--- src/sv/assert_macros.svh ---
// assertion helpers included by the geometry core
`ifndef ASSERT_MACROS_SVH
`define ASSERT_MACROS_SVH

// same-cycle implication, disabled while reset is low
`define ASSERT_IMPL(label, clk, rst_n, ante, cons, msg) \
	label: assert property (@(posedge clk) disable iff (!rst_n) (ante) |-> cons) \
		else $error(msg);

// next-cycle implication, disabled while reset is low
`define ASSERT_NEXT(label, clk, rst_n, ante, cons, msg) \
	label: assert property (@(posedge clk) disable iff (!rst_n) (ante) |=> cons) \
		else $error(msg);

`endif

--- src/sv/hpr_pkg.sv ---
`timescale 1ns / 1ps
`default_nettype none

package hpr_pkg;

	localparam int RES_W   = 14;
	localparam int PIX_W   = 30;
	localparam int RING_W  = 15;
	localparam int COUNT_W = 16;

	localparam int MAX_RES_LOG2_DEFAULT = 13;

	typedef enum logic [1:0] {
		REGION_NORTH,
		REGION_EQUATOR,
		REGION_SOUTH
	} region_t;

	typedef struct packed {
		logic    vld;
		logic    bad;
		region_t region;
	} tag_t;

endpackage

`default_nettype wire

--- src/sv/hpr_div_cell.sv ---
`timescale 1ns / 1ps
`default_nettype none

module hpr_div_cell #(
	parameter int DW = 29,
	parameter int QB = 15
) (
	input  logic          clk,
	input  logic [DW-1:0] rem_i,
	input  logic [DW-1:0] ds_i,
	input  logic [QB-1:0] quo_i,
	output logic [DW-1:0] rem_o,
	output logic [DW-1:0] ds_o,
	output logic [QB-1:0] quo_o
);
	import hpr_pkg::*;

	logic fit;

	assign fit = (rem_i >= ds_i);

	logic [DW-1:0] rem_q;
	logic [DW-1:0] ds_q;
	logic [QB-1:0] quo_q;

	// one quotient bit per cell, divisor walks down one place
	always_ff @(posedge clk) begin
		rem_q <= fit ? (rem_i - ds_i) : rem_i;
		ds_q  <= ds_i >> 1;
		quo_q <= {quo_i[QB-2:0], fit};
	end

	assign rem_o = rem_q;
	assign ds_o  = ds_q;
	assign quo_o = quo_q;

endmodule

`default_nettype wire

--- config.mk ---
export PLATFORM = sky130hd
export DESIGN_NAME = hpr_div_cell
export DESIGN_NICKNAME = d
export VERILOG_FILES = /design/src/sv/assert_macros.svh /design/src/sv/hpr_pkg.sv /design/src/sv/hpr_div_cell.sv
export SDC_FILE = /design/constraint.sdc
export NUM_CORES = 1
export LEC_CHECK = 0
export BUFFER_PORTS_ARGS = -buffer_cell sky130_fd_sc_hd__buf_2
export CORE_MARGIN = 5
export CORE_UTILIZATION = 43
export DETAILED_ROUTE_END_ITERATION = 8
export PLACE_DENSITY = 0.76
export SLEW_MARGIN = 20
export SYNTH_ARGS = -nofsm -noshare
export SYNTH_HDL_FRONTEND = slang
export SYNTH_SLANG_ARGS = --single-unit
--- constraint.sdc ---
create_clock -name clk -period 3.3 [get_ports clk]
set_input_delay 0.825 -clock clk [delete_from_list [all_inputs] [get_ports clk]]
set_output_delay 0.825 -clock clk [all_outputs]
set_load 0.005 [all_outputs]
==> flow_summary.yaml <==
drt:
  wl_per_cell_um: 13.50
  totalWireLength_mm: 8.436
  vias: 3005
  firstDrtPassIters: 4
  drcViolationCount: 0
  drtIter0Drc: 74
  postRouteAntennaNets: 0
  via_per_inst: 4.808
worst_setup_path:
  arrival_ns: 3.29
  cp_max_fo: 4
  critPathCaptureType: "flop"
  criticalPathCategory: "in -> reg"
  worst_ep_required_time_ns: 3.53
  worstSetupStartpointType: "input pin"
  startpoint: "rem_i[0]"
power:
  p_per_area_mw_per_mm2: 482.0
  peakVddDrop_uv: 207.4
  leakagePower_uw: 0.002376
synth:
  synth_flop_cell: "dfxtp_1"
  syn_nets: 452
  syn-cell-area_mm2: 0.003442
  avgSynthCellArea_um2: 9.891
  synthTopCellsByArea: "dfxtp_1, ha_1, mux2_2"
  synth_top_area_share_pct: 41.88
  syn_inst: 348
  synth_edf_count: 0
  seq_area_frac_synth_pct: 41.88
  async_flop_share_pct: 0
  synth.distinct_cells: 48
  yosys_warnings: 0
  yosys.area.top_type: "dfxtp_1"
  synth-seq-cells: 72
floorplanning:
  design.die.area_mm2: 0.009894
  start_util_pct: 44.31
  core-area_mm2: 0.007767
  die_w_um: 99.47
  die_y_um: 99.47
  io_pins: 147
  num_rows: 32
cts:
  cts_buffer_depth: 2
  hold_buffers: 0
  cts_resized: 0
  cts.sinks: 72
  clk_pin_slew_ns: 0.08
  root_buffer: "clkbuf_8"
  postCtsSetupBuffers: 0
  cts_made_buffers: 9
  cts_tree: "done"
  htree_levels: 3
global_routing:
  antenna_found_initial: 0
  grt_pass1_wl_mm: 13.40
  grt_pass1_vias: 2973
  grt_max_degree: 23
  gr-total-overflow: 0
  grtUsageTotal_pct: 16.66
final_layout:
  fin_area_mm2: 0.004592
  final_cell_mix: "buf_2, dfxtp_1, inv_1, ha_1"
  nets: 622
  layout_commonest_cell: "buf_2"
  diodes: 0
  fillers: 715
  instances_no_fill: 625
  drive_gt1_share_pct: 39.39
  area_growth_pct: 33.41
placed_design:
  place_congestion: 0.8131
  postPlaceCellArea_mm2: 0.004419
  dp_cells: 609
  port_buffers: 144
  place_hpwl_mm: 6.977
min_path:
  hold_end: "quo_o[7]$_DFF_P_"
  hp-class: "in -> reg"
  hold_depth: 1
  min-delay-start: "quo_i[6]"
timing:
  fmax_mhz: 327.2
  hold_violations: 0
  layout_min_cycle_time_ns: 3.056
  finalSetupViolations: 0
  finalMaxSlewViolations: 0
  finalSetupTns_ns: 0
  period_share_pct: 92.62
  rsz0062_at_grt: "false"
run_status:
  status: "finished clean"
flow_run:
  maxCapViolCount: 0
## worst max-delay path by stage
stage / cells past startpoint / to / slack, ns
after floorplan: 11 / rem_o[22]$_DFF_P_ / 0.15
after global placement: 11 / rem_o[8]$_DFF_P_ / 0.006
after detailed placement: 13 / rem_o[26]$_DFF_P_ / -0.09
after CTS: 13 / rem_o[26]$_DFF_P_ / 0.27
after global routing: 13 / rem_o[26]$_DFF_P_ / 0.11
final: 13 / rem_o[28]$_DFF_P_ / 0.24
## report_power, final
| part | leakage [µW] | internal, µW | switching [µW] | total [µW] |
|---|---|---|---|---|
| clock | 0.0000789 | 275 | 347 | 622 |
| combinational | 0.00169 | 316 | 293 | 609 |
| sequential | 0.000608 | 962 | 19.7 | 982 |
| total | 0.00238 | 1550 | 659 | 2210 |
## Yosys cell counts, drive strengths merged (4+ instances only)
| cell type | count |
|---|---|
| mux2i | 5 |
| nand4 | 7 |
| inv | 37 |
| ha | 29 |
| xnor2 | 17 |
| dfxtp | 72 |
| buf | 4 |
| a21oi | 23 |
| and3 | 4 |
| mux2 | 24 |
| nor3 | 6 |
| o21ai | 13 |
| nand3 | 4 |
| clkbuf | 4 |
| a211oi | 4 |
| nand2 | 19 |
| a21o | 13 |
| nor2 | 14 |
| o21a | 4 |
| a31oi | 5 |
| xor2 | 7 |
## stage by stage
stage | total power [µW] | hold WS [ns] | setup WS, ns | utilization [%]
final | 2213 | 0.5721 | 0.2436 | 59.12
after floorplan | 1368 | 0.8527 | 0.1512 | -
after global routing | 2357 | 0.5498 | 0.1116 | 59.12
after detailed placement | 1616 | 0.9286 | -0.08876 | 56.89
after global placement | 1602 | 0.9268 | 0.005757 | 56.89
after CTS | 2241 | 0.5563 | 0.2703 | 59.12
## per-layer routing
layer | GRT usage (%) | vias up | wire length [µm]
met4 | 6.618 | 0 | 70
met2 | 27.89 | 95 | 4042
met5 | 0 | - | 0
met1 | 20.41 | 1346 | 3688
met3 | 4.278 | 5 | 634
li1 | - | 1559 | -
## layout make-up
cell class	count	area [µm²]	area share, %
Clock inverter	6	45.04	0.9809
Clock buffer	10	127.6	2.779
Multi-Input combinational cell	231	1805	39.32
Sequential cell	72	1441	31.39
Timing Repair Buffer	167	905.9	19.73
Tap cell	102	127.6	2.779
Inverter	37	138.9	3.025
## kinds of logic after synthesis
kind of cell             share of synthesized area (%)
AO/OA/AOI/OAI                                    16.21
XOR/XNOR                                         6.107
adder cells (fa/ha/maj)                          11.12
buffers and inverters                            5.670
flip-flops                                       41.88
multiplexers                                     9.305
other                                           0.1089
AND/OR/NAND/NOR                                  9.597
## registers in the layout (all words and copies together), names as in the netlist
name / flops
ds_o: 28
quo_o: 15
rem_o: 29
## critical path, stage by stage
cell	delay (ns)
buf_2	0.08
inv_1	0.04
ha_1	0.23
fa_1	0.40
nor2b_1	0.18
o2111ai_1	0.15
a21oi_1	0.36
o31ai_1	0.12
buf_4	0.16
a211oi_1	0.24
a211oi_1	0.10
xnor2_1	0.14
mux2_2	0.26
(Power assumes the default switching activity.)
