## src/sv/assert_macros.svh

```systemverilog
// assertion helpers included by the geometry core
`ifndef ASSERT_MACROS_SVH
`define ASSERT_MACROS_SVH

// same-cycle implication, disabled while reset is low
`define ASSERT_IMPL(label, clk, rst_n, ante, cons, msg) \
	label: assert property (@(posedge clk) disable iff (!rst_n) (ante) |-> cons) \
		else $error(msg);

// next-cycle implication, disabled while reset is low
`define ASSERT_NEXT(label, clk, rst_n, ante, cons, msg) \
	label: assert property (@(posedge clk) disable iff (!rst_n) (ante) |=> cons) \
		else $error(msg);

`endif

```

## src/sv/hpr_pkg.sv

```systemverilog
`timescale 1ns / 1ps
`default_nettype none

package hpr_pkg;

	localparam int RES_W   = 14;
	localparam int PIX_W   = 30;
	localparam int RING_W  = 15;
	localparam int COUNT_W = 16;

	localparam int MAX_RES_LOG2_DEFAULT = 13;

	typedef enum logic [1:0] {
		REGION_NORTH,
		REGION_EQUATOR,
		REGION_SOUTH
	} region_t;

	typedef struct packed {
		logic    vld;
		logic    bad;
		region_t region;
	} tag_t;

endpackage

`default_nettype wire

```

## src/sv/hpr_sqrt_cell.sv

```systemverilog
`timescale 1ns / 1ps
`default_nettype none

module hpr_sqrt_cell #(
	parameter int SB = 15
) (
	input  logic                clk,
	input  logic                arst_n,
	input  hpr_pkg::tag_t       tag_i,
	input  logic [SB:0]         rem_i,
	input  logic [SB-1:0]       root_i,
	input  logic [2*SB-1:0]     v_i,
	output hpr_pkg::tag_t       tag_o,
	output logic [SB:0]         rem_o,
	output logic [SB-1:0]       root_o,
	output logic [2*SB-1:0]     v_o
);
	import hpr_pkg::*;

	logic [SB+2:0] t;
	logic [SB+2:0] trial;
	logic          fit;
	logic [SB:0]   rem_n;

	// bring down the next two radicand bits and try root*4+1
	always_comb begin
		t     = {rem_i, v_i[2*SB-1 -: 2]};
		trial = {1'b0, root_i, 2'b01};
		fit   = (t >= trial);
		rem_n = fit ? (SB+1)'(t - trial) : t[SB:0];
	end

	tag_t tag_q;

	always_ff @(posedge clk or negedge arst_n) begin
		if (!arst_n) begin
			tag_q <= '0;
		end else begin
			tag_q <= tag_i;
		end
	end

	logic [SB:0]     rem_q;
	logic [SB-1:0]   root_q;
	logic [2*SB-1:0] v_q;

	always_ff @(posedge clk) begin
		rem_q  <= rem_n;
		root_q <= {root_i[SB-2:0], fit};
		v_q    <= v_i << 2;
	end

	assign tag_o  = tag_q;
	assign rem_o  = rem_q;
	assign root_o = root_q;
	assign v_o    = v_q;

endmodule

`default_nettype wire

```

## config.mk

```make
export PLATFORM = sky130hd
export DESIGN_NAME = hpr_sqrt_cell
export DESIGN_NICKNAME = d
export VERILOG_FILES = /design/src/sv/assert_macros.svh /design/src/sv/hpr_pkg.sv /design/src/sv/hpr_sqrt_cell.sv
export SDC_FILE = /design/constraint.sdc
export NUM_CORES = 1
export LEC_CHECK = 0
export BUFFER_PORTS_ARGS = -buffer_cell sky130_fd_sc_hd__buf_2
export CORE_MARGIN = 2
export CORE_UTILIZATION = 47
export CTS_CLUSTER_SIZE = 12
export DETAILED_ROUTE_END_ITERATION = 10
export HOLD_SLACK_MARGIN = 0.02
export PLACE_DENSITY = 0.91
export RECOVER_POWER = 25
export SETUP_SLACK_MARGIN = 0.1
export SYNTH_ARGS = -nofsm -noshare
export SYNTH_HDL_FRONTEND = slang
export SYNTH_SLANG_ARGS = --single-unit
```

## constraint.sdc

```tcl
create_clock -name clk -period 0.8 [get_ports clk]
set_input_delay 0.04 -clock clk [delete_from_list [all_inputs] [get_ports clk]]
set_output_delay 0.04 -clock clk [all_outputs]
set_load 0.05 [all_outputs]
```

==> flow_metrics.py, run 1 <==
metrics = {
    "status": {
        "status": "aborted with a tool error",
        "stop_stage": "global routing",
        "error": "[ERROR DPL-0038] Utilization greater than 100%, impossible to legalize",
    },
    "logic_synthesis": {
        "synth_area_um2": 2401,
        "yosysWarnings": 0,
        "synth_seq_cells": 63,
        "postSynthAreaPerCell_um2": 11.49,
        "synth_cell_types": 43,
        "yosysSeqAreaShare_pct": 53.36,
        "postSynthCellCount": 209,
    },
    "die": {
        "io_pins": 132,
        "die_y_um": 75.48,
        "die_w_um": 75.48,
        "start_util_pct": 47.93,
        "std_cell_rows": 26,
    },
    "placed_design": {
        "dp_cells": 448,
        "place.gp.congestion": 0.8188,
        "port_buffers": 129,
        "dp_hpwl_mm": 4.618,
    },
    "timing": {
        "grt-worst-endpoint": "rem_o[10]$_DFF_P_/D",
        "worst-ep-kind": "register data pin",
    },
    "clocking": {
        "cts_sinks": 63,
        "cts_buffer_depth": 2,
        "cts_made_buffers": 9,
        "ctsHtreeMaxLevel": 3,
        "root_buffer": "clkbuf_8",
    },
    "grt": {
        "grt_max_degree": 13,
    },
}
[through the flow]
step	cell area [um2]	TNS (ns)	util [%]	setup WS [ns]
after floorplan	2455	-24.10	-	-1.529
after global placement	3473	-25.10	69.33	-1.523
after detailed placement	3473	-26.21	69.33	-1.607
after CTS	4813	-22.01	96.08	-1.087
[synthesized netlist by cell type (all sizes together)]
library cell	instances	area, um2
xnor2	8	70.07
a2111oi	2	42.54
o31a	1	8.760
and4b	1	10.01
o311a	1	10.01
conb	1	3.750
mux2	13	168.9
o221a	1	11.26
o22ai	2	12.51
xor2	5	43.79
nand2	11	41.29
nand3	2	10.01
o21ai	9	48.80
o211a	1	10.01
mux2i	2	20.02
nor2	8	30.03
ha	17	212.7
a311o	1	10.01
a211oi	1	7.510
buf	4	37.53
and2	2	12.51
o21a	3	22.52
a21oi	10	57.56
o211ai	2	15.01
nor4	1	12.51
o2111ai	1	8.760
a31oi	1	6.260
nor3	2	10.01
inv	19	71.32
a21o	3	22.52
nor2b	4	25.02
nand2b	2	12.51
o311ai	1	8.760
and3	2	12.51
dfxtp	59	1181
or3	1	6.260
nand4	1	6.260
dfrtp	4	100.1
[cells by family after synthesis]
family | share of synthesized area (%)
AO/OA/AOI/OAI | 12.61
buffers and inverters | 4.533
adder cells (fa/ha/maj) | 8.859
AND/OR/NAND/NOR | 7.869
XOR/XNOR | 4.742
flip-flops | 53.36
other | 0.1562
multiplexers | 7.869
[timing repair]
| item | CTS |
|---|---|
| setup endpoints to repair | 80 |
| resized for setup | 224 |
| hold buffers | 48 |
| pin swaps | 6 |
| hold endpoints to repair | 63 |
| buffers inserted | 2 |
==> run 2, diff against run 1 <==
CORE_UTILIZATION = 40   (was 47)
CTS_CLUSTER_SIZE = not set   (was 12)
HOLD_SLACK_MARGIN = not set   (was 0.02)
PLACE_DENSITY = not set   (was 0.91)
PLACE_DENSITY_LB_ADDON = 0.15   (was not set)
SETUP_SLACK_MARGIN = not set   (was 0.1)
==> flow_metrics.py, run 2 <==
metrics = {
    "die": {
        "die_area_um2": 6638,
        "die_w_um": 81.48,
        "start_util_pct": 41.04,
        "die_y_um": 81.48,
        "std_cell_rows": 28,
        "io_pins": 132,
        "core_um2": 5851,
    },
    "hold_path": {
        "hp-class": "input pin to flop",
    },
    "pwr": {
        "comb_power_share_pct": 36.3,
        "p_sw_mw": 3.651,
        "cell_internal_pwr_mw": 7.288,
        "p_clk_share_pct": 29.9,
        "swShare_pct": 33.37,
        "p_total_mw": 10.94,
        "peakVddDrop_mv": 2.052,
        "power_density_nw_per_um2": 2068,
        "seqPwrFrac_pct": 33.8,
        "p_leak_nw": 2.462,
    },
    "logic_synthesis": {
        "netlist_top_cells_area": "dfxtp_1 (49%), ha_1 (8.9%), dfrtp_1 (4.2%), mux2_4 (3.8%), mux2_2 (3.3%)",
        "postSynthCellCount": 209,
        "synth_cell_types": 43,
        "synth_common_cells": "dfxtp_1 (59), inv_1 (19), ha_1 (17)",
        "yosysTopAreaCellShare_pct": 49.19,
        "synth_seq_cells": 63,
        "synth_ff_type": "dfxtp_1",
        "yosys.area.top_type": "dfxtp_1",
        "yosysWarnings": 0,
        "synth_most_common_cell": "dfxtp_1",
        "async_flop_share_pct": 6.349,
        "postSynthAreaPerCell_um2": 11.49,
        "synth_area_um2": 2401,
        "synth_edf_count": 0,
        "yosysSeqAreaShare_pct": 53.36,
    },
    "grt": {
        "grt-ovfl-total": 0,
        "grt_max_degree": 13,
        "grt_pass1_vias": 2687,
        "grt_pass1_wl_mm": 12.47,
        "grt_antenna_before_repair": 0,
        "gr-usage-all-layers_pct": 25.37,
    },
    "cells_and_area": {
        "area_growth_pct": 120.3,
        "largest_register_ffs": 28,
        "final_common_cell": "dfxtp_2",
        "drive_gt1_share_pct": 65.65,
        "diodes": 0,
        "instances_no_fill": 535,
        "layout.nets": 539,
        "layout_common_cells": "dfxtp_2 (59), dlygate4sd3_1 (57), buf_2 (56)",
        "post-route-util_pct": 90.42,
        "fillers": 216,
    },
    "status": {
        "violations": "negative setup slack",
        "status": "complete, but fails checks",
    },
    "drt": {
        "wirelength_mm": 9.623,
        "firstDrtPassIters": 4,
        "wire_per_inst_um": 17.99,
        "num_vias": 2602,
        "via_per_inst": 4.864,
        "dr.first_iter.drc_count": 132,
        "drc": 0,
        "final_antenna_net_count": 0,
    },
    "timing": {
        "setup_viol": 80,
        "max_clock_freq_mhz": 545.4,
        "fin_crit_sh_pct": 229.2,
        "fin_crit_ns": 1.833,
        "worst_slack_ns": -1.033,
        "rsz0062_at_grt": "yes",
        "hold_violations": 0,
        "slew_viol_final": 0,
    },
    "worst_setup_path": {
        "cp_max_fo": 8,
        "cp.arrival_ns": 2.06,
        "crit_type": "input pin to flop",
        "endpoint_kind": "flop",
        "crit_required_ns": 1.03,
        "crit_path_start_kind": "input pin",
    },
    "clocking": {
        "cts_sinks": 63,
        "root_buffer": "clkbuf_8",
        "clk_transition_reported_paths_ns": 0.08,
        "ctsHtreeMaxLevel": 3,
        "cts_buffer_depth": 2,
        "cts_made_buffers": 9,
        "cts_tree": "built",
    },
    "placed_design": {
        "dp_cells": 453,
        "place.gp.congestion": 0.8479,
        "port_buffers": 129,
        "dp_hpwl_mm": 4.210,
    },
    "run": {
        "maxCapViolations": 0,
    },
}
[run 2: cell counts after synthesis]
No cell type changed its count.
[run 2: power groups by stage]
stage / sequential, mW / clock (mW) / combinational [mW]
2_1_floorplan: 4.63 / 0 / 0.856
3_3_place_gp: 3.57 / 0 / 2.71
3_5_place_dp: 3.57 / 0 / 2.73
4_1_cts: 3.65 / 3.24 / 3.56
5_1_grt: 3.71 / 3.44 / 4.12
6_report: 3.69 / 3.27 / 3.97
[run 2: per-stage QoR]
step	setup slack, ns	hold WS (ns)	TNS (ns)	cell area (um2)
final	-1.033	0.02092	-21.68	5290
after global routing	-1.065	0.02673	-23.68	5290
after CTS	-1.069	0.004365	-22.46	4964
after global placement	-1.527	-0.1567	-24.95	3480
after floorplan	-1.529	-0.2556	-24.10	2455
after detailed placement	-1.594	-0.1528	-25.93	3480
[run 2: logic make-up (layout without fill, tap and decap cells)]
kind of cell    after synthesis  count (layout)  synth area share, %
flops                        63              63                53.36
compound gates               40              40                12.61
simple gates                 37              37                7.869
buf+inv                      23             273                4.533
fa+ha+maj                    17              17                8.859
mux                          15              15                7.869
xor+xnor                     13              13                4.742
other cells                   1               2               0.1562
[run 2: path summary, 6_finish.rpt]
path | startpoint | end | cells after the start
max in group asynchronous | arst_n | tag_o[3]$_DFF_PN0_ | 2
worst max-delay path | rem_i[5] | rem_o[7]$_DFF_P_ | 9
min in group asynchronous | arst_n | tag_o[2]$_DFF_PN0_ | 2
worst min-delay path | rem_i[12] | rem_o[14]$_DFF_P_ | 3
[run 2: timing repair]
item / in CTS / in global routing
setup endpoints to repair: 80 / 80
cloned: 0 / 0
gates resized for setup: 232 / 67
setup buffers: 2 / 7
pin swaps: 10 / 11
hold buffers: 57 / 0
hold endpoints to repair: 60 / 0
[run 2: layer usage]
metal  up-vias  routed length, um  share of wire [%]  track usage (%)
met5         -                  0                  0                0
met4         0                308                3.2            8.983
met3        33                744                7.7            8.132
met2       144               5029                 52            47.87
met1      1216               3540                 37            26.04
li1       1209                  -                  -                -
[run 2: final cells by class]
class                      count  area (um2)  share of cell area [%]
multi-input combinational    124        1246                   23.56
inverter                      19       91.34                   1.727
tap                           75       93.84                   1.774
clock buffer                  10       137.6                   2.602
sequential                    63        1355                   25.61
clock inverter                 6       91.34                   1.727
timing repair buffer         238        2275                   43.00
[run 2: critical path, stage by stage]
cell       delay (ns)
buf_8            0.10
ha_4             0.24
a21oi_4          0.20
o21ai_4          0.09
a2111oi_4        0.33
o22ai_2          0.14
a2111oi_4        0.38
buf_6            0.23
mux2_4           0.32
No activity file was read; power rests on OpenSTA's default activity.
==> run 3, diff against run 2 <==
GPL_TIMING_DRIVEN = 0   (was not set)
==> flow_metrics.py, run 3 (same netlist as run 2, synthesis figures left out) <==
metrics = {
    "cells_and_area": {
        "post-route-util_pct": 84.86,
        "multiInputGateArea_um2": 1202,
        "layout_common_cells": "buf_2 (63), dlygate4sd3_1 (62), dfxtp_2 (59)",
        "diodes": 0,
        "seqCellArea_um2": 1355,
        "fillers": 301,
        "area_growth_pct": 106.8,
        "drive_gt1_share_pct": 62.04,
        "largest_register_ffs": 28,
        "final_common_cell": "buf_2",
        "layout.nets": 511,
    },
    "placed_design": {
        "place.gp.congestion": 0.8214,
        "dp_hpwl_mm": 3.885,
        "port_buffers": 129,
    },
    "die": {
        "io_pins": 132,
        "core_um2": 5851,
        "die_area_um2": 6638,
        "start_util_pct": 41.04,
        "std_cell_rows": 28,
        "die_w_um": 81.48,
        "die_y_um": 81.48,
    },
    "pwr": {
        "p_leak_nw": 2.273,
        "power_density_nw_per_um2": 2094,
        "p_total_mw": 10.40,
        "peakVddDrop_mv": 1.784,
    },
    "grt": {
        "grt_util_met1_pct": 23.28,
        "grt-ovfl-total": 0,
        "grt_pass1_wl_mm": 11.68,
        "gr-usage-all-layers_pct": 23.88,
        "grt_max_degree": 13,
        "grt_antenna_before_repair": 0,
        "grtUsageMet3_pct": 8.132,
        "grt_pass1_vias": 2452,
        "gr-max-usage-layer": "met2",
        "grtUsageMet2_pct": 46.48,
    },
    "timing": {
        "slew_viol_final": 0,
        "fin_crit_sh_pct": 234.5,
        "rsz0062_at_grt": "yes",
        "setup_viol": 80,
        "fin_crit_ns": 1.876,
        "max_clock_freq_mhz": 533.0,
        "hold_violations": 0,
        "worst_slack_ns": -1.076,
    },
    "status": {
        "violations": "negative setup slack",
        "status": "complete, but fails checks",
    },
    "drt": {
        "via_per_inst": 4.680,
        "num_vias": 2373,
        "dr.first_iter.drc_count": 54,
        "wirelength_mm": 8.024,
        "final_antenna_net_count": 0,
        "drc": 0,
        "firstDrtPassIters": 4,
        "wire_per_inst_um": 15.83,
    },
    "worst_setup_path": {
        "cp_slowest_cell": "a2111oi_4",
        "cpMostUsedCell": "a2111oi_4",
        "cp.arrival_ns": 2.10,
        "cp_max_fo": 4,
        "endpoint_kind": "flop",
        "crit_type": "input pin to flop",
        "crit_path_start_kind": "input pin",
        "crit_required_ns": 1.03,
        "worstPathCellList": "buf_2 -> inv_2 -> ha_4 -> and3_4 -> a2111oi_4 -> o22ai_2 -> a2111oi_4 -> buf_4 -> mux2_2",
        "critPathMaxStageDelay_ns": 0.42,
    },
    "clocking": {
        "root_buffer": "clkbuf_8",
        "cts_tree": "built",
        "cts_buffer_depth": 2,
        "ctsHtreeMaxLevel": 3,
        "cts_made_buffers": 9,
        "clk_transition_reported_paths_ns": 0.07,
        "cts_sinks": 63,
    },
    "hold_path": {
        "hp-class": "input pin to flop",
    },
    "run": {
        "maxCapViolations": 0,
    },
}
==> run 3: cell types whose count changed in the layout (fill, tap and decap cells not counted), moves of 4 or more <==
| cell | previous run | this run |
|---|---|---|
| buf_4 | 46 | 15 |
| buf_2 | 56 | 63 |
| dlygate4sd3_1 | 57 | 62 |
| buf_6 | 27 | 23 |
| buf_8 | 50 | 46 |
==> run 3: per-stage QoR <==
step           setup slack [ns]  hold slack, ns  area, um2  cells  setup TNS, ns
3_3_place_gp             -2.015         -0.1566       3194    414         -32.13
5_1_grt                  -1.167         0.02560       4965    507         -24.57
3_5_place_dp             -2.010         -0.1516       3194    414         -32.06
6_report                 -1.076        0.009345       4965    507         -21.92
4_1_cts                  -1.103         0.02129       4847    505         -22.44
2_1_floorplan            -1.529         -0.2556       2455    210         -24.10
==> run 3: routing by layer <==
metal	wire length, um	up-vias
met3	694	12
met1	2859	1094
met4	100	0
met2	4369	110
met5	0	-
li1	-	1157
==> run 3: power breakdown <==
| group | internal (mW) | total (mW) | switching (mW) |
|---|---|---|---|
| Sequential | 3.50 | 3.69 | 0.191 |
| Clock | 1.73 | 3.06 | 1.33 |
| Combinational | 1.74 | 3.65 | 1.90 |
| Total | 6.97 | 10.4 | 3.43 |
==> run 3: worst max-delay path: cells and delay by family <==
kind	cells	cell delay, ns
mux	1	0.33
compound gates	3	0.93
fa+ha+maj	1	0.24
buf+inv	3	0.36
simple gates	1	0.19
==> run 3: worst paths after layout <==
path	start	endpoint	slack [ns]	cells after the start
max in group asynchronous	arst_n	tag_o[3]$_DFF_PN0_	0.52	2
setup / recovery	root_i[9]	rem_o[15]$_DFF_P_	-1.08	9
hold / removal	v_i[29]	rem_o[1]$_DFF_P_	0.009	3
min in group asynchronous	arst_n	tag_o[1]$_DFF_PN0_	0.09	2
==> run 3: final cells by class <==
| type | instances | area share, % |
|---|---|---|
| repair buffers | 207 | 39.79 |
| plain buffers | 3 | 0.5292 |
| inverters | 19 | 1.739 |
| well taps | 75 | 1.890 |
| flip-flops and latches | 63 | 27.29 |
| clock inverters | 5 | 1.260 |
| clock buffers | 11 | 3.276 |
| multi-input cells | 124 | 24.22 |
==> run 3: timing repair <==
action                                  CTS  global route
gates resized for setup                 240            33
hold endpoints to repair                 65             0
pin swaps                                15             3
endpoints found under the setup margin   80            80
hold buffers                             62             0
gates cloned                              1             0
buffers inserted                         13             3
==> run 4, diff against run 3 <==
SETUP_SLACK_MARGIN = 0.2   (was not set)
==> flow_metrics.py, run 4 (same netlist as run 2, synthesis figures left out) <==
metrics = {
    "clocking": {
        "root_buffer": "clkbuf_8",
        "cts_tree": "built",
        "ctsHoldBuffers": 48,
        "cts_sinks": 63,
        "cts_made_buffers": 9,
        "clk_transition_reported_paths_ns": 0.07,
        "cts_buffer_depth": 2,
        "ctsHtreeMaxLevel": 3,
    },
    "cells_and_area": {
        "post-route-util_pct": 81.93,
        "fillers": 311,
        "multiInputGateArea_um2": 1175,
        "layout.nets": 493,
        "instances_no_fill": 489,
        "largest_register_ffs": 28,
        "area_growth_pct": 99.64,
        "drive_gt1_share_pct": 61.59,
        "layout_common_cells": "buf_2 (63), dfxtp_2 (59), buf_8 (52)",
        "diodes": 0,
        "final_common_cell": "buf_2",
        "seqCellArea_um2": 1360,
    },
    "pwr": {
        "p_sw_mw": 3.282,
        "p_clk_share_pct": 28.2,
        "peakVddDrop_mv": 1.439,
        "comb_power_share_pct": 35.2,
        "p_total_mw": 10.11,
        "swShare_pct": 32.44,
        "p_leak_nw": 2.220,
        "seqPwrFrac_pct": 36.6,
        "cell_internal_pwr_mw": 6.833,
        "power_density_nw_per_um2": 2110,
    },
    "hold_path": {
        "hp-class": "input pin to flop",
    },
    "die": {
        "start_util_pct": 41.04,
        "die_y_um": 81.48,
        "io_pins": 132,
        "core_um2": 5851,
        "std_cell_rows": 28,
        "die_w_um": 81.48,
        "die_area_um2": 6638,
    },
    "status": {
        "status": "complete, but fails checks",
        "violations": "negative hold slack, negative setup slack",
    },
    "grt": {
        "grt_max_degree": 12,
        "grt_pass1_vias": 2234,
        "grt-ovfl-total": 0,
        "gr-usage-all-layers_pct": 20.84,
        "grt_antenna_before_repair": 0,
        "grt_pass1_wl_mm": 10.34,
    },
    "timing": {
        "maxSlewHeadroom_pct": 63.00,
        "hold_violations": 14,
        "fin_crit_ns": 1.984,
        "max_clock_freq_mhz": 503.9,
        "setup_viol": 80,
        "worst_slack_ns": -1.184,
        "fin_tns_setup_ns": -22.95,
        "slew_viol_final": 0,
        "holdWs_ns": -0.05562,
        "tightest_slew_ns": 0.5493,
        "fin_crit_sh_pct": 248.1,
        "rsz0062_at_grt": "yes",
    },
    "drt": {
        "final_antenna_net_count": 0,
        "via_per_inst": 4.650,
        "drc": 0,
        "wire_per_inst_um": 15.35,
        "firstDrtPassIters": 4,
        "wirelength_mm": 7.508,
        "dr.first_iter.drc_count": 56,
        "num_vias": 2274,
    },
    "worst_setup_path": {
        "cp.arrival_ns": 2.21,
        "cp_max_fo": 5,
        "crit_path_start_kind": "input pin",
        "crit_type": "input pin to flop",
        "endpoint_kind": "flop",
        "crit_required_ns": 1.02,
    },
    "placed_design": {
        "dp_hpwl_mm": 3.939,
        "port_buffers": 129,
        "place_ws_ns": -2.017,
        "place.gp.congestion": 0.8122,
        "dp_cells": 414,
    },
    "run": {
        "maxCapViolations": 0,
    },
}
[run 4: critical path, cell delays in order]
cell and delay, ns:
buf_12 0.11, inv_12 0.04, ha_4 0.18, buf_6 0.12
a21oi_4 0.13, o21ai_4 0.09, a2111oi_4 0.39, o22ai_2 0.15
a2111oi_4 0.32, buf_4 0.20, buf_8 0.13, mux2_4 0.30
[run 4: path summary, 6_finish.rpt]
kind / from / to / slack [ns] / cells past startpoint
min: rem_i[11] / rem_o[13]$_DFF_P_ / -0.06 / 2
max in group asynchronous: arst_n / tag_o[3]$_DFF_PN0_ / 0.54 / 2
max: root_i[7] / rem_o[10]$_DFF_P_ / -1.18 / 12
min in group asynchronous: arst_n / tag_o[0]$_DFF_PN0_ / 0.06 / 2
[run 4: metal layers]
layer | routed length, um | track usage (%) | up-vias
met5 | 0 | 0 | -
met4 | 89 | 6.441 | 0
met3 | 634 | 9.011 | 11
met2 | 4067 | 37.79 | 95
met1 | 2718 | 21.59 | 1054
li1 | - | - | 1114
[run 4: layout make-up]
class                      count  share of cell area (%)
timing repair buffer         188                   38.24
clock buffer                  11                   3.185
multi-input combinational    124                   24.51
clock inverter                 5                   1.122
tap                           75                   1.958
sequential                    63                   28.37
inverter                      19                   1.749
buffer                         4                  0.8614
[run 4: power groups by stage]
stage,combinational [mW],clock (mW),sequential (mW)
floorplan,0.856,0,4.69
global placement,2.51,0,3.60
detailed placement,2.53,0,3.61
CTS,3.34,2.87,3.64
global route,3.74,3.10,3.72
finish,3.56,2.86,3.70
[run 4: per-stage QoR]
step	cell area (um2)	hold WS, ns
after floorplan	2526	-0.2556
after global placement	3266	-0.1560
after detailed placement	3266	-0.1528
after CTS	4608	-0.07521
after global routing	4793	-0.07123
final	4793	-0.05562
[run 4: repair_timing]
action                                 4_1_cts  5_1_grt
endpoints found under the hold margin       65       14
buffers inserted                             7        3
pin swaps                                    6        5
cloned                                       1        0
resized for setup                          175       43
setup endpoints to repair                   80       80
